==> config.mk <==
export PLATFORM = sky130hd
export DESIGN_NAME = oriented_gradient_region_sums_flat
export DESIGN_NICKNAME = d
export VERILOG_FILES = /design/src/hw/rtl/ogrs_pkg.sv /design/src/hw/rtl/ogrs_pixel_if.sv /design/src/hw/rtl/ogrs_result_if.sv /design/src/hw/rtl/oriented_gradient_region_sums.sv /design/src/hw/rtl/ogrs_fifo.sv /design/src/hw/rtl/ogrs_front.sv /design/src/hw/rtl/ogrs_back.sv /design/src/flat_wrapper.sv
export VERILOG_INCLUDE_DIRS = /design/src /design/src/hw/rtl
export SDC_FILE = /design/constraint.sdc
export NUM_CORES = 2
export LEC_CHECK = 0
export ABC_CLOCK_PERIOD_IN_PS = 11540
export BUFFER_PORTS_ARGS = -buffer_cell sky130_fd_sc_hd__buf_2
export CAP_MARGIN = 20
export CORE_ASPECT_RATIO = 1.4
export CORE_MARGIN = 2
export CORE_UTILIZATION = 55
export DETAILED_ROUTE_END_ITERATION = 8
export PLACE_DENSITY_LB_ADDON = 0.15
export SLEW_MARGIN = 20
export SYNTH_ARGS = -nofsm -noshare
export SYNTH_HDL_FRONTEND = slang
export SYNTH_SLANG_ARGS = --single-unit
==> constraint.sdc <==
create_clock -name clk -period 11.54 [get_ports clk]
set_input_delay 1.154 -clock clk [delete_from_list [all_inputs] [get_ports clk]]
set_output_delay 1.154 -clock clk [all_outputs]
set_load 0.02 [all_outputs]
==> src/hw/rtl/oriented_gradient_region_sums_assert.svh <==
// Assertion macros used by the oriented gradient region sums top level.
`ifndef ORIENTED_GRADIENT_REGION_SUMS_ASSERT_SVH
`define ORIENTED_GRADIENT_REGION_SUMS_ASSERT_SVH

// Same-cycle implication, disabled while reset is asserted.
`define OGRS_ASSERT_IMPLIES(label, clk, rst_n, ante, cons) \
	label: assert property (@(posedge clk) disable iff (!rst_n) (ante) |-> (cons)) \
		else $error("ogrs: same-cycle implication violated");

// Next-cycle implication, disabled while reset is asserted.
`define OGRS_ASSERT_NEXT(label, clk, rst_n, ante, cons) \
	label: assert property (@(posedge clk) disable iff (!rst_n) (ante) |=> (cons)) \
		else $error("ogrs: next-cycle implication violated");

`endif

==> src/hw/rtl/ogrs_pkg.sv <==
// Shared constants, types and helper functions of the oriented gradient region sums block.
`default_nettype none

package ogrs_pkg;

	localparam int PIXEL_W          = 8;
	localparam int MIN_SIDE         = 3;
	localparam int MAX_SIDE         = 32;
	localparam int MAX_ORIENTATIONS = 8;
	localparam int NUM_ORIENT       = 8;
	// Orientations 1/3 and 5/7 share an accumulator, so six distinct sums remain.
	localparam int NUM_SLOTS        = 6;
	localparam int SLOT_W           = $clog2(NUM_SLOTS);
	localparam int ORIENT_W         = 3;
	localparam int SUM_W            = 19;
	localparam int DIFF_W           = PIXEL_W + 1;
	localparam int COL_W            = $clog2(MAX_SIDE);
	localparam int SIDE_W           = $clog2(MAX_SIDE + 1);
	localparam int SIDE_CFG_W       = 6;
	localparam int COUNT_CFG_W      = 4;
	localparam int CFG_DATA_W       = 6;
	localparam int CFG_INDEX_W      = 1;
	localparam int FIFO_DEPTH       = 8;
	localparam int FIFO_AW          = $clog2(FIFO_DEPTH);
	localparam int FIFO_LVL_W       = $clog2(FIFO_DEPTH + 1);

	typedef enum logic [CFG_INDEX_W-1:0] {
		REG_REGION_SIDE       = 1'd0,
		REG_ORIENTATION_COUNT = 1'd1
	} cfg_reg_t;

	// One classified pixel: back-end flags, orientation count and the six distinct differences.
	typedef struct packed {
		logic                               accumulate;
		logic                               region_end;
		logic [COUNT_CFG_W-1:0]             count;
		logic [NUM_SLOTS-1:0][DIFF_W-1:0]   diff;
	} entry_t;

	function automatic logic [SIDE_W-1:0] eff_side(input logic [SIDE_CFG_W-1:0] s);
		logic [SIDE_W-1:0] r;
		if (int'(s) < MIN_SIDE) begin
			r = SIDE_W'(MIN_SIDE);
		end else if (int'(s) > MAX_SIDE) begin
			r = SIDE_W'(MAX_SIDE);
		end else begin
			r = SIDE_W'(s);
		end
		return r;
	endfunction

	function automatic logic [COUNT_CFG_W-1:0] eff_count(input logic [COUNT_CFG_W-1:0] n);
		logic [COUNT_CFG_W-1:0] r;
		if (int'(n) < 1) begin
			r = COUNT_CFG_W'(1);
		end else if (int'(n) > MAX_ORIENTATIONS) begin
			r = COUNT_CFG_W'(MAX_ORIENTATIONS);
		end else begin
			r = n;
		end
		return r;
	endfunction

endpackage

`default_nettype wire

==> src/hw/rtl/ogrs_pixel_if.sv <==
// Valid/ready channel carrying one grey pixel per beat.
`default_nettype none

interface ogrs_pixel_if;
	logic                         valid;
	logic                         ready;
	logic [ogrs_pkg::PIXEL_W-1:0] pixel;

	modport source (output valid, output pixel, input ready);
	modport sink (input valid, input pixel, output ready);
endinterface

`default_nettype wire

==> src/hw/rtl/ogrs_result_if.sv <==
// Valid/ready channel carrying one orientation sum per beat.
`default_nettype none

interface ogrs_result_if;
	logic                          valid;
	logic                          ready;
	logic [ogrs_pkg::ORIENT_W-1:0] orientation;
	logic [ogrs_pkg::SUM_W-1:0]    strength;
	logic                          last;

	modport source (output valid, output orientation, output strength, output last,
		input ready);
	modport sink (input valid, input orientation, input strength, input last,
		output ready);
endinterface

`default_nettype wire

==> src/hw/rtl/oriented_gradient_region_sums.sv <==
// Top level of the oriented gradient region sums block.
//
//   channel   | dir | beat contents                      | handshake
//   ----------+-----+------------------------------------+-------------
//   pixels    | in  | pixel[7:0], raster order           | valid/ready
//   results   | out | orientation[2:0], strength[18:0],  | valid/ready
//             |     | last                               |
//   cfg       | in  | cfg_index, cfg_data[5:0]           | cfg_we only
//
// One pixel is taken per cycle while the queue has room; the line stores are read one
// pixel ahead so the window shifts with every accepted pixel. After a region's last
// pixel the back end emits one result per enabled orientation and pops nothing, so on
// an unbroken stream each region end stalls pixels once the eight-beat queue fills.
// Reset clears counters, accumulators and queue; line stores and window are not cleared.
// A stalled result holds in the output register; pixels stall only when the queue fills.
`default_nettype none
`include "oriented_gradient_region_sums_assert.svh"

module oriented_gradient_region_sums (
	input  logic                                clk,
	input  logic                                arst_n,
	input  logic                                cfg_we,
	input  logic [ogrs_pkg::CFG_INDEX_W-1:0]    cfg_index,
	input  logic [ogrs_pkg::CFG_DATA_W-1:0]     cfg_data,
	ogrs_pixel_if.sink                          pixels,
	ogrs_result_if.source                       results
);
	import ogrs_pkg::*;

	logic [SIDE_CFG_W-1:0]  region_side_q;
	logic [COUNT_CFG_W-1:0] orientation_count_q;
	logic                   fifo_push_valid;
	logic                   fifo_push_ready;
	entry_t                 fifo_push_data;
	logic                   fifo_pop_valid;
	logic                   fifo_pop_ready;
	entry_t                 fifo_pop_data;
	logic                   res_fire;
	logic                   burst_ok;
	logic [ORIENT_W-1:0]    next_orient_q;

	always_ff @(posedge clk or negedge arst_n) begin
		if (!arst_n) begin
			region_side_q       <= SIDE_CFG_W'(28);
			orientation_count_q <= COUNT_CFG_W'(8);
		end else if (cfg_we) begin
			if (cfg_index == REG_REGION_SIDE) begin
				region_side_q <= cfg_data[SIDE_CFG_W-1:0];
			end else begin
				orientation_count_q <= cfg_data[COUNT_CFG_W-1:0];
			end
		end
	end

	ogrs_front u_front (
		.clk               (clk),
		.arst_n            (arst_n),
		.region_side       (region_side_q),
		.orientation_count (orientation_count_q),
		.pixels            (pixels),
		.push_valid        (fifo_push_valid),
		.push_ready        (fifo_push_ready),
		.push_data         (fifo_push_data)
	);

	ogrs_fifo u_fifo (
		.clk        (clk),
		.arst_n     (arst_n),
		.push_valid (fifo_push_valid),
		.push_ready (fifo_push_ready),
		.push_data  (fifo_push_data),
		.pop_valid  (fifo_pop_valid),
		.pop_ready  (fifo_pop_ready),
		.pop_data   (fifo_pop_data)
	);

	ogrs_back u_back (
		.clk       (clk),
		.arst_n    (arst_n),
		.pop_valid (fifo_pop_valid),
		.pop_ready (fifo_pop_ready),
		.pop_data  (fifo_pop_data),
		.results   (results)
	);

	// The orientation that should follow the most recently taken result beat.
	always_ff @(posedge clk or negedge arst_n) begin
		if (!arst_n) begin
			next_orient_q <= '0;
		end else if (res_fire) begin
			next_orient_q <= results.orientation + ORIENT_W'(1);
		end
	end

	always_comb begin
		res_fire = results.valid & results.ready;
		burst_ok = results.valid && (results.orientation == next_orient_q);
	end

	// A full queue always has an entry for the back end.
	`OGRS_ASSERT_IMPLIES(a_full_not_empty, clk, arst_n, !pixels.ready, fifo_pop_valid)
	// An accepted pixel is waiting in the queue on the next cycle.
	`OGRS_ASSERT_NEXT(a_pixel_queued, clk, arst_n, pixels.valid && pixels.ready, fifo_pop_valid)
	// Once a non-final result is taken, the next orientation follows at once.
	`OGRS_ASSERT_NEXT(a_results_burst, clk, arst_n, res_fire && !results.last, burst_ok)

endmodule

`default_nettype wire

==> src/hw/rtl/ogrs_fifo.sv <==
// Short queue of classified pixel entries between the front and back ends.
`default_nettype none

module ogrs_fifo (
	input  logic             clk,
	input  logic             arst_n,
	input  logic             push_valid,
	output logic             push_ready,
	input  ogrs_pkg::entry_t push_data,
	output logic             pop_valid,
	input  logic             pop_ready,
	output ogrs_pkg::entry_t pop_data
);
	import ogrs_pkg::*;

	entry_t                mem_q [FIFO_DEPTH];
	logic [FIFO_AW-1:0]    wr_ptr_q;
	logic [FIFO_AW-1:0]    rd_ptr_q;
	logic [FIFO_LVL_W-1:0] level_q;
	logic                  push;
	logic                  pop;

	always_comb begin
		push_ready = level_q != FIFO_LVL_W'(FIFO_DEPTH);
		pop_valid  = level_q != '0;
		push       = push_valid & push_ready;
		pop        = pop_valid & pop_ready;
		pop_data   = mem_q[rd_ptr_q];
	end

	always_ff @(posedge clk) begin
		if (push) begin
			mem_q[wr_ptr_q] <= push_data;
		end
	end

	always_ff @(posedge clk or negedge arst_n) begin
		if (!arst_n) begin
			wr_ptr_q <= '0;
			rd_ptr_q <= '0;
			level_q  <= '0;
		end else begin
			if (push) begin
				wr_ptr_q <= wr_ptr_q + FIFO_AW'(1);
			end
			if (pop) begin
				rd_ptr_q <= rd_ptr_q + FIFO_AW'(1);
			end
			if (push && !pop) begin
				level_q <= level_q + FIFO_LVL_W'(1);
			end else if (pop && !push) begin
				level_q <= level_q - FIFO_LVL_W'(1);
			end
		end
	end

endmodule

`default_nettype wire

==> src/hw/rtl/ogrs_front.sv <==
// Front end: raster counters, line stores, 3x3 window and per-pixel differences.
`default_nettype none

module ogrs_front (
	input  logic                               clk,
	input  logic                               arst_n,
	input  logic [ogrs_pkg::SIDE_CFG_W-1:0]    region_side,
	input  logic [ogrs_pkg::COUNT_CFG_W-1:0]   orientation_count,
	ogrs_pixel_if.sink                         pixels,
	output logic                               push_valid,
	input  logic                               push_ready,
	output ogrs_pkg::entry_t                   push_data
);
	import ogrs_pkg::*;

	function automatic logic [DIFF_W-1:0] abs_diff(input logic [DIFF_W-1:0] a,
		input logic [DIFF_W-1:0] b);
		return (a > b) ? a - b : b - a;
	endfunction

	logic [PIXEL_W-1:0] line_above_q     [MAX_SIDE];
	logic [PIXEL_W-1:0] line_two_above_q [MAX_SIDE];
	logic [PIXEL_W-1:0] window_q         [9];
	logic [PIXEL_W-1:0] win              [9];
	logic [PIXEL_W-1:0] mid_q;
	logic [PIXEL_W-1:0] top_q;
	logic [COL_W-1:0]   col_q;
	logic [COL_W-1:0]   row_q;
	logic [COL_W-1:0]   col_next;
	logic [COL_W-1:0]   rd_addr;
	logic [SIDE_W-1:0]  side_m1;
	logic               end_col;
	logic               end_row;
	logic               accept;

	always_comb begin
		side_m1    = eff_side(region_side) - SIDE_W'(1);
		end_col    = SIDE_W'(col_q) >= side_m1;
		end_row    = SIDE_W'(row_q) >= side_m1;
		col_next   = end_col ? '0 : col_q + COL_W'(1);
		accept     = pixels.valid & push_ready;
		// The line stores are read one pixel ahead, at the column the next pixel will use.
		rd_addr    = accept ? col_next : col_q;
		pixels.ready = push_ready;

		win[0] = window_q[1];
		win[1] = window_q[2];
		win[2] = top_q;
		win[3] = window_q[4];
		win[4] = window_q[5];
		win[5] = mid_q;
		win[6] = window_q[7];
		win[7] = window_q[8];
		win[8] = pixels.pixel;

		push_valid            = accept;
		push_data.accumulate  = (row_q >= COL_W'(2)) && (col_q >= COL_W'(2));
		push_data.region_end  = end_col && end_row;
		push_data.count       = eff_count(orientation_count);
		push_data.diff[0]     = abs_diff(DIFF_W'(win[5]), DIFF_W'(win[3]));
		push_data.diff[1]     = abs_diff(DIFF_W'(win[2]), DIFF_W'(win[6]));
		push_data.diff[2]     = abs_diff(DIFF_W'(win[1]) + DIFF_W'(win[2]),
			DIFF_W'(win[7]) + DIFF_W'(win[6]));
		push_data.diff[3]     = abs_diff(DIFF_W'(win[7]), DIFF_W'(win[1]));
		push_data.diff[4]     = abs_diff(DIFF_W'(win[8]), DIFF_W'(win[0]));
		push_data.diff[5]     = abs_diff(DIFF_W'(win[7]) + DIFF_W'(win[8]),
			DIFF_W'(win[1]) + DIFF_W'(win[0]));
	end

	always_ff @(posedge clk) begin
		if (accept) begin
			line_above_q[col_q]     <= pixels.pixel;
			line_two_above_q[col_q] <= mid_q;
			for (int i = 0; i < 9; i++) begin
				window_q[i] <= win[i];
			end
		end
		mid_q <= line_above_q[rd_addr];
		top_q <= line_two_above_q[rd_addr];
	end

	always_ff @(posedge clk or negedge arst_n) begin
		if (!arst_n) begin
			col_q <= '0;
			row_q <= '0;
		end else if (accept) begin
			col_q <= col_next;
			if (end_col) begin
				row_q <= end_row ? '0 : row_q + COL_W'(1);
			end
		end
	end

endmodule

`default_nettype wire

==> src/hw/rtl/ogrs_back.sv <==
// Back end: orientation accumulators and the result output register.
`default_nettype none

module ogrs_back (
	input  logic             clk,
	input  logic             arst_n,
	input  logic             pop_valid,
	output logic             pop_ready,
	input  ogrs_pkg::entry_t pop_data,
	ogrs_result_if.source    results
);
	import ogrs_pkg::*;

	typedef enum logic [1:0] {
		ST_ACCUM = 2'b01,
		ST_EMIT  = 2'b10
	} back_state_t;

	// Orientations 3 and 7 read the accumulators of 1 and 5.
	function automatic logic [SLOT_W-1:0] slot_of(input logic [ORIENT_W-1:0] k);
		logic [SLOT_W-1:0] s;
		unique case (k)
			3'd0:    s = SLOT_W'(0);
			3'd1:    s = SLOT_W'(1);
			3'd2:    s = SLOT_W'(2);
			3'd3:    s = SLOT_W'(1);
			3'd4:    s = SLOT_W'(3);
			3'd5:    s = SLOT_W'(4);
			3'd6:    s = SLOT_W'(5);
			default: s = SLOT_W'(4);
		endcase
		return s;
	endfunction

	back_state_t            state_q;
	logic [ORIENT_W-1:0]    k_q;
	logic [COUNT_CFG_W-1:0] count_q;
	logic [SUM_W-1:0]       sums_q   [NUM_SLOTS];
	logic [SUM_W-1:0]       sums_add [NUM_SLOTS];
	logic [SUM_W:0]         sum_wide [NUM_SLOTS];
	logic                   out_valid_q;
	logic [ORIENT_W-1:0]    orient_q;
	logic [SUM_W-1:0]       strength_q;
	logic                   last_q;
	logic                   pop;
	logic                   load;
	logic                   emit;
	logic                   emit_last;

	always_comb begin
		pop_ready = state_q == ST_ACCUM;
		pop       = pop_valid & pop_ready;
		load      = !out_valid_q || results.ready;
		emit      = (state_q == ST_EMIT) && load;
		emit_last = COUNT_CFG_W'(k_q) == count_q - COUNT_CFG_W'(1);
		for (int i = 0; i < NUM_SLOTS; i++) begin
			sum_wide[i] = (SUM_W + 1)'(sums_q[i]) + (SUM_W + 1)'(pop_data.diff[i]);
			sums_add[i] = sum_wide[i][SUM_W] ? {SUM_W{1'b1}} : sum_wide[i][SUM_W-1:0];
		end
		results.valid       = out_valid_q;
		results.orientation = orient_q;
		results.strength    = strength_q;
		results.last        = last_q;
	end

	always_ff @(posedge clk or negedge arst_n) begin
		if (!arst_n) begin
			state_q     <= ST_ACCUM;
			k_q         <= '0;
			count_q     <= COUNT_CFG_W'(1);
			out_valid_q <= 1'b0;
			for (int i = 0; i < NUM_SLOTS; i++) begin
				sums_q[i] <= '0;
			end
		end else begin
			if (load) begin
				out_valid_q <= emit;
			end
			unique case (state_q)
				ST_ACCUM: begin
					if (pop) begin
						if (pop_data.accumulate) begin
							for (int i = 0; i < NUM_SLOTS; i++) begin
								sums_q[i] <= sums_add[i];
							end
						end
						if (pop_data.region_end) begin
							state_q <= ST_EMIT;
							k_q     <= '0;
							count_q <= pop_data.count;
						end
					end
				end
				ST_EMIT: begin
					if (emit) begin
						k_q <= k_q + ORIENT_W'(1);
						if (emit_last) begin
							state_q <= ST_ACCUM;
							for (int i = 0; i < NUM_SLOTS; i++) begin
								sums_q[i] <= '0;
							end
						end
					end
				end
				default: begin
					state_q <= ST_ACCUM;
				end
			endcase
		end
	end

	always_ff @(posedge clk) begin
		if (emit) begin
			orient_q   <= k_q;
			strength_q <= sums_q[slot_of(k_q)];
			last_q     <= emit_last;
		end
	end

endmodule

`default_nettype wire

==> src/flat_wrapper.sv <==
// flat-port wrapper written by rule: the top's interface ports become plain ports
module oriented_gradient_region_sums_flat import ogrs_pkg::*;
  (clk, arst_n, cfg_we, cfg_index, cfg_data, pixels_valid, pixels_pixel, pixels_ready, results_valid, results_orientation, results_strength, results_last, results_ready);
  ogrs_pixel_if pixels_i ();
  ogrs_result_if results_i ();
  input  logic clk;
  input  logic arst_n;
  input  logic cfg_we;
  input  logic [ogrs_pkg::CFG_INDEX_W-1:0] cfg_index;
  input  logic [ogrs_pkg::CFG_DATA_W-1:0] cfg_data;
  input wire logic [$bits(pixels_i.valid)-1:0] pixels_valid;
  input wire logic [$bits(pixels_i.pixel)-1:0] pixels_pixel;
  output wire logic [$bits(pixels_i.ready)-1:0] pixels_ready;
  output wire logic [$bits(results_i.valid)-1:0] results_valid;
  output wire logic [$bits(results_i.orientation)-1:0] results_orientation;
  output wire logic [$bits(results_i.strength)-1:0] results_strength;
  output wire logic [$bits(results_i.last)-1:0] results_last;
  input wire logic [$bits(results_i.ready)-1:0] results_ready;
  assign pixels_i.valid = pixels_valid;
  assign pixels_i.pixel = pixels_pixel;
  assign pixels_ready = pixels_i.ready;
  assign results_valid = results_i.valid;
  assign results_orientation = results_i.orientation;
  assign results_strength = results_i.strength;
  assign results_last = results_i.last;
  assign results_i.ready = results_ready;
  oriented_gradient_region_sums u_core (.clk(clk), .arst_n(arst_n), .cfg_we(cfg_we), .cfg_index(cfg_index), .cfg_data(cfg_data), .pixels(pixels_i), .results(results_i));
endmodule
; Word-level counts from Yosys, hierarchy flattened
; Memories as Yosys holds them, arrays and structs flattened. A register that Yosys moved wholly into a read port is not among the register bits.
; Index checks and enable logic that the tools add are counted.
[op_classes]
magnitude_cmp = 15
n_addsub = 31
n_reduce_logical = 21
bitwise = 5
n_eq_ne = 14
muxes = 44
[ops]
columns = operator, n
row1 = two-way mux 114 bit, 4
row2 = one-hot mux 114 bit (2 select lines), 1
row3 = two-way mux 19 bit, 8
row4 = adder 19 x 9 -> 20 bit, 6
row5 = subtractor 8 x 8 -> 9 bit, 8
row6 = binary-select mux 19 bit (select 3 bit), 1
row7 = two-way mux 9 bit, 6
row8 = adder 8 x 8 -> 9 bit, 4
row9 = subtractor 9 bit, 4
row10 = greater-than comparator 8 bit, 4
row11 = greater-than comparator 9 bit, 2
row12 = two-way mux 4 bit, 4
row13 = two-way mux 5 bit, 3
row14 = one-hot mux 3 bit (5 select lines), 1
row15 = >= comparator 5 x 6 -> 1 bit, 2
row16 = two-way mux 3 bit, 4
row17 = two-way mux 6 bit, 2
row18 = "adder 5 x 1 -> 5 bit, second input constant", 2
row19 = ">= comparator 5 x 2 -> 1 bit, second input constant", 2
row20 = "adder 3 x 1 -> 3 bit, second input constant", 3
row21 = two-way mux 2 bit, 4
row22 = AND reduction 4 bit, 2
row23 = "subtractor 4 x 1 -> 4 bit, second input constant", 2
row24 = "equality test 3 x 2 -> 1 bit, second input constant", 2
row25 = 31 further kinds, 49
[totals]
mem_bits_rw = 1064
out_inout_bits = 25
ff_bits = 177
word_cells = 154
n_memories = 4
[memory_table]
columns = memory, depth, width, rd, rd_clocked_by_memory_dff, write_ports, line
row1 = u_core.u_fifo.mem_q, 8, 60, 1, 0, 1, ogrs_fifo.sv:16  ; entry_t mem_q [FIFO_DEPTH];
row2 = u_core.u_front.line_above_q, 32, 8, 1, 1, 1, ogrs_front.sv:21  ; logic [PIXEL_W-1:0] line_above_q [MAX_SIDE];
row3 = u_core.u_front.line_two_above_q, 32, 8, 1, 1, 1, ogrs_front.sv:22  ; logic [PIXEL_W-1:0] line_two_above_q [MAX_SIDE];
row4 = u_core.u_front.window_q, 9, 8, 6, 0, 9, ogrs_front.sv:23  ; logic [PIXEL_W-1:0] window_q [9];

; Depth between registers and ports, before layout
[logic_depth]
word_depth = 8
mapped_depth = 20
depth_no_buf = 19

; Cells and area by module
; Synthesis repeated with hierarchy kept, for this count alone.
[hier_totals]
cells_unflattened = 4071
area_unflattened_um2 = 57212.4
[by_module_without_submodules]
columns = module, cells_per_inst, n_inst, area_per_inst_um2, seq_area_each_um2
row1 = ogrs_front, 2274, 1, 28189.5, 17386.7
row2 = ogrs_fifo, 756, 1, 18795.5, 14664.1
row3 = ogrs_back, 1018, 1, 9808.2, 3796.1
row4 = oriented_gradient_region_sums, 23, 1, 419.2, 255.2

; Least setup slack after synthesis
; No wires, ideal clock.
[synth_timing]
kind = input port to flip-flop
start = input port pixels_valid
end = memory u_core.u_fifo.mem_q[0][0] (netlist name) (enable)
n_path_buf = 1
setup_ns = 0.626
path_stages = 3
path_slack_ns = 3.750
arrival_time_ns = 7.164
required_time_ns = 10.914
cell_sequence = nand2_2 -> buf_2 -> nor4_1
[synth_via]
elab_chain_cells = 4
[synth_lines]
columns = item, line
row1 = start: declaration, flat_wrapper.sv:11  ; input wire logic [$bits(pixels_i.valid)-1:0] pixels_valid;
row2 = bitwise AND 1 bit, ogrs_front.sv:41  ; accept = pixels.valid & push_ready;
row3 = bitwise AND 1 bit, ogrs_fifo.sv:26  ; push = push_valid & push_ready;
row4 = two-way mux 1 bit, ogrs_fifo.sv:32  ; if (push) begin
row5 = two-way mux 1 bit (not written as such), ogrs_fifo.sv:33  ; mem_q[wr_ptr_q] <= push_data;
row6 = end: declaration, ogrs_fifo.sv:16
; No other way between the ends.

; Final worst setup path
[layout_timing]
start = register u_core.region_side_q[2]
end = register u_core.u_front.mid_q[4], read port of u_core.u_front.line_above_q
[layout_via]
elab_chain_cells = 7
elab_cells_between_ends = 8
[layout_lines]
columns = item, line
row1 = start: declaration, oriented_gradient_region_sums.sv:30  ; logic [SIDE_CFG_W-1:0] region_side_q;
row2 = start signal: assignment, oriented_gradient_region_sums.sv:48  ; region_side_q <= cfg_data[SIDE_CFG_W-1:0];
row3 = greater-than comparator 6 bit, ogrs_pkg.sv:44  ; end else if (int'(s) > MAX_SIDE) begin
row4 = two-way mux 6 bit, ogrs_pkg.sv:44
row5 = two-way mux 6 bit (*), ogrs_pkg.sv:42  ; if (int'(s) < MIN_SIDE) begin
row6 = subtractor 6 x 1 -> 6 bit (*), ogrs_front.sv:37  ; side_m1 = eff_side(region_side) - SIDE_W'(1);
row7 = >= comparator 5 x 6 -> 1 bit (*), ogrs_front.sv:38  ; end_col = SIDE_W'(col_q) >= side_m1;
row8 = two-way mux 5 bit (*), ogrs_front.sv:40  ; col_next = end_col ? '0 : col_q + COL_W'(1);
row9 = two-way mux 5 bit (*), ogrs_front.sv:43  ; rd_addr = accept ? col_next : col_q;
row10 = end: declaration, ogrs_front.sv:25  ; logic [PIXEL_W-1:0] mid_q;
; Every way passes the cells marked *; elsewhere a longest branch is shown, timed or not.
; A chain may end at the register's enable or synchronous reset.

==> reports/metrics.cfg <==
[run_status]
outcome = finished, final reports clean

[min_path]
min_path_type = flip-flop to flip-flop
min_from = u_core.u_front.window_q[5][1]$_DFFE_PP_

[detailed_routing]
antenna_left = 0
drt-wirelength-per-cell_um = 24.8
routed_wl_um = 135000
drt_first_iter_violations = 2739
drt_pass1_iterations = 6
via_per_inst = 6.19
drc = 0
vias = 33600

[job]
maxCapViolCount = 0

[power_and_ir_drop]
p_total_mw = 17.6
power_density_nw_per_um2 = 281
leakagePower_nw = 22.5
peakVddDrop_uv = 230

[placed_design]
placed_area_um2 = 58700
pre_cts_ws_ns = 5.43
dp_hpwl_um = 85700
place_congestion = 0.897
io_buffers = 44
dp_cells = 5219

[synth]
synth-main-ff-cell = edfxtp_1
async_flop_share_pct = 12.5
synthesis.nets = 4189
synth_cell_types = 88
avgSynthCellArea_um2 = 14.4
syn_inst = 3937
yosysWarnings = 0
syn-cell-area_um2 = 56800
synth-seq-cells = 1233
synth_edf_count = 1063
ys_seq_area_share_pct = 63.6

[critical_path]
crit_path_end_kind = flip-flop
worstSetupPathType = flip-flop to flip-flop
reg2reg_from = u_core.region_side_q[2]$_DFFE_PN1P_
cp-start-kind = flip-flop
rrSetupSlack_ns = 5.53
arrival_ns = 6.61
r2r_cells = 18
cp-startpoint = u_core.region_side_q[2]$_DFFE_PN1P_
worstPathRequired_ns = 12.14
crit_path_max_fanout = 102
reg2reg_to = u_core.u_front.mid_q[4]$_DFF_P_
crit_end = u_core.u_front.mid_q[4]$_DFF_P_

[global_routing]
grt_max_degree = 103
grt_pass1_vias = 33900
grt_pass1_wl_um = 203000
grt_overflow = 0
antenna_found_initial = 0
grt_use_total_pct = 25.8

[clock_network]
cts_made_buffers = 114
numClockSinks = 1233
cts_setup_buffers = 0
clk_latency_ns = 0.72
tritoncts = done
cts-root-buf = clkbuf_16
cts.path.max_buffers = 3
h-tree-depth = 3
hold_buffers = 0
cts.clk_slew.worst_paths_ns = 0.08
post_cts_resized = 0

[finish]
fillCellCount = 7680
layout_commonest_cell = edfxtp_1
syn2layout_area_growth_pct = 10.6
stdcell_count = 5432
drive_gt1_share_pct = 15.6
nNetsFinal = 4248
layout_common_cells = edfxtp_1 (1063), a21oi_1 (273), o21ai_0 (215)
stdcell_area_um2 = 62800
num_antenna_cells = 0

[timing]
hold_viol = 0
finalSetupViolCount = 0
setup_ws_ns = 5.53
maxSlewViolCount = 0
fin_crit_ns = 6.01
tns_ns = 0
worst_pin_slew_ns = 1.18
finalClockSkew_ns = 0.0357
max_slew_margin_pct = 21.3
fmax_mhz = 166
rsz0062_at_grt = no
fin_crit_sh_pct = 52.1

[die]
num_rows = 139
io_pins = 45
dieArea_um2 = 106000
die-width_um = 275
start_util_pct = 55.4
die_h_um = 384
core-area_um2 = 102000

-- flip-flops by register name (all words and copies together) (netlist names), 4 cells and up --
signal,cells
u_core.u_fifo.mem_q,480
u_core.u_front.top_q,8
u_core.u_back.count_q,4
u_core.u_back.sums_q,114
u_core.orientation_count_q,4
u_core.u_back.results.strength,19
u_core.u_fifo.level_q,4
u_core.u_front.line_two_above_q,256
u_core.region_side_q,6
u_core.u_front.col_q,5
u_core.u_front.line_above_q,256
u_core.u_front.row_q,5
u_core.u_front.mid_q,8
u_core.u_front.window_q,48
-- cell usage after synthesis, types with 17 or more instances --
master | number | area (um^2)
mux4_2 | 167 | 3760
nor2_1 | 139 | 522
nand2_1 | 178 | 668
a31oi_1 | 95 | 594
a22o_1 | 40 | 350
nand2b_1 | 21 | 131
ha_1 | 209 | 2620
buf_2 | 26 | 130
and3_1 | 51 | 319
inv_1 | 198 | 743
o21a_1 | 23 | 173
o21ai_0 | 215 | 1080
xor2_1 | 38 | 333
clkbuf_1 | 140 | 526
fa_1 | 23 | 460
buf_1 | 26 | 97.6
mux2_2 | 93 | 1050
and2_1 | 20 | 125
mux2i_1 | 107 | 1070
or3_1 | 21 | 131
xnor2_1 | 72 | 631
nor3_1 | 34 | 170
nor2b_1 | 38 | 238
a211oi_1 | 28 | 210
a22oi_1 | 38 | 285
dfrtp_1 | 148 | 3700
a21o_1 | 32 | 240
edfxtp_1 | 1063 | 31900
a21oi_1 | 274 | 1370
o21bai_1 | 25 | 188
nand3_1 | 116 | 581
a41oi_1 | 17 | 149
-- critical path, stage by stage (launching register included) --
cell and delay, ns:
dfstp_2 0.56, nor3_1 0.08, o21ai_0 0.35, ha_1 0.31
nand2_1 0.07, a32o_1 0.26, a21oi_1 0.23, ha_1 0.36
inv_1 0.13, o211a_1 0.16, buf_4 0.49, nor2_4 0.12
inv_6 0.61, buf_4 0.80, mux2_2 0.41, a21oi_1 0.15
a211oi_1 0.10, buf_4 0.14, or3_1 0.36
-- metal layers --
| layer | global-route usage [%] | routed length (um) | vias to the layer above |
|---|---|---|---|
| li1 | - | - | 15300 |
| met1 | 30.6 | 51200 | 17000 |
| met2 | 45.5 | 69800 | 933 |
| met3 | 2.57 | 5570 | 296 |
| met4 | 15.0 | 8260 | 0 |
| met5 | 0 | 0 | - |
-- cells by family (layout without fill, tap and decap cells) --
family          count (synthesis)  count (layout)  share of synthesized area [%]
flops                        1233            1233                           63.6
compound gates                925             925                           10.2
simple gates                  669             669                           5.75
buf+inv                       395             551                           2.70
mux                           371             371                           10.5
fa+ha+maj                     234             234                           5.46
xor+xnor                      110             110                           1.70
-- through the flow --
step / hold WS [ns] / utilization, %
after floorplan: 0.400 / -
after global routing: 0.424 / 61.3
after CTS: 0.407 / 61.3
after global placement: 0.405 / 57.3
final: 0.405 / 61.3
after detailed placement: 0.405 / 57.3
-- final cells by class --
cell class                      instances  area (um^2)  area share, %
Multi-Input combinational cell       2309        19200           30.6
Clock inverter                         85         1090           1.74
Sequential cell                      1233        36100           57.5
Tap cell                             1339         1680           2.67
Inverter                              201          759           1.21
Clock buffer                          128         2990           4.76
Timing Repair Buffer                  137          925           1.47
-- worst min-delay path by stage --
stage / endpoint / slack (ns) / cells past startpoint
finish: u_core.u_front.window_q[4][1]$_DFFE_PP_ / 0.40 / 0
global route: u_core.u_front.window_q[4][3]$_DFFE_PP_ / 0.42 / 0
CTS: u_core.u_front.window_q[4][1]$_DFFE_PP_ / 0.41 / 0
detailed placement: u_core.u_front.window_q[4][3]$_DFFE_PP_ / 0.41 / 0
global placement: u_core.u_front.window_q[4][4]$_DFFE_PP_ / 0.40 / 0
floorplan: u_core.u_front.window_q[4][0]$_DFFE_PP_ / 0.40 / 0
-- report_power, final --
part	internal, mW	switching, mW
clock	2.41	1.67
combinational	2.20	4.27
sequential	6.81	0.293
total	11.4	6.23
Note: power is estimated with default switching activity, not from simulation.
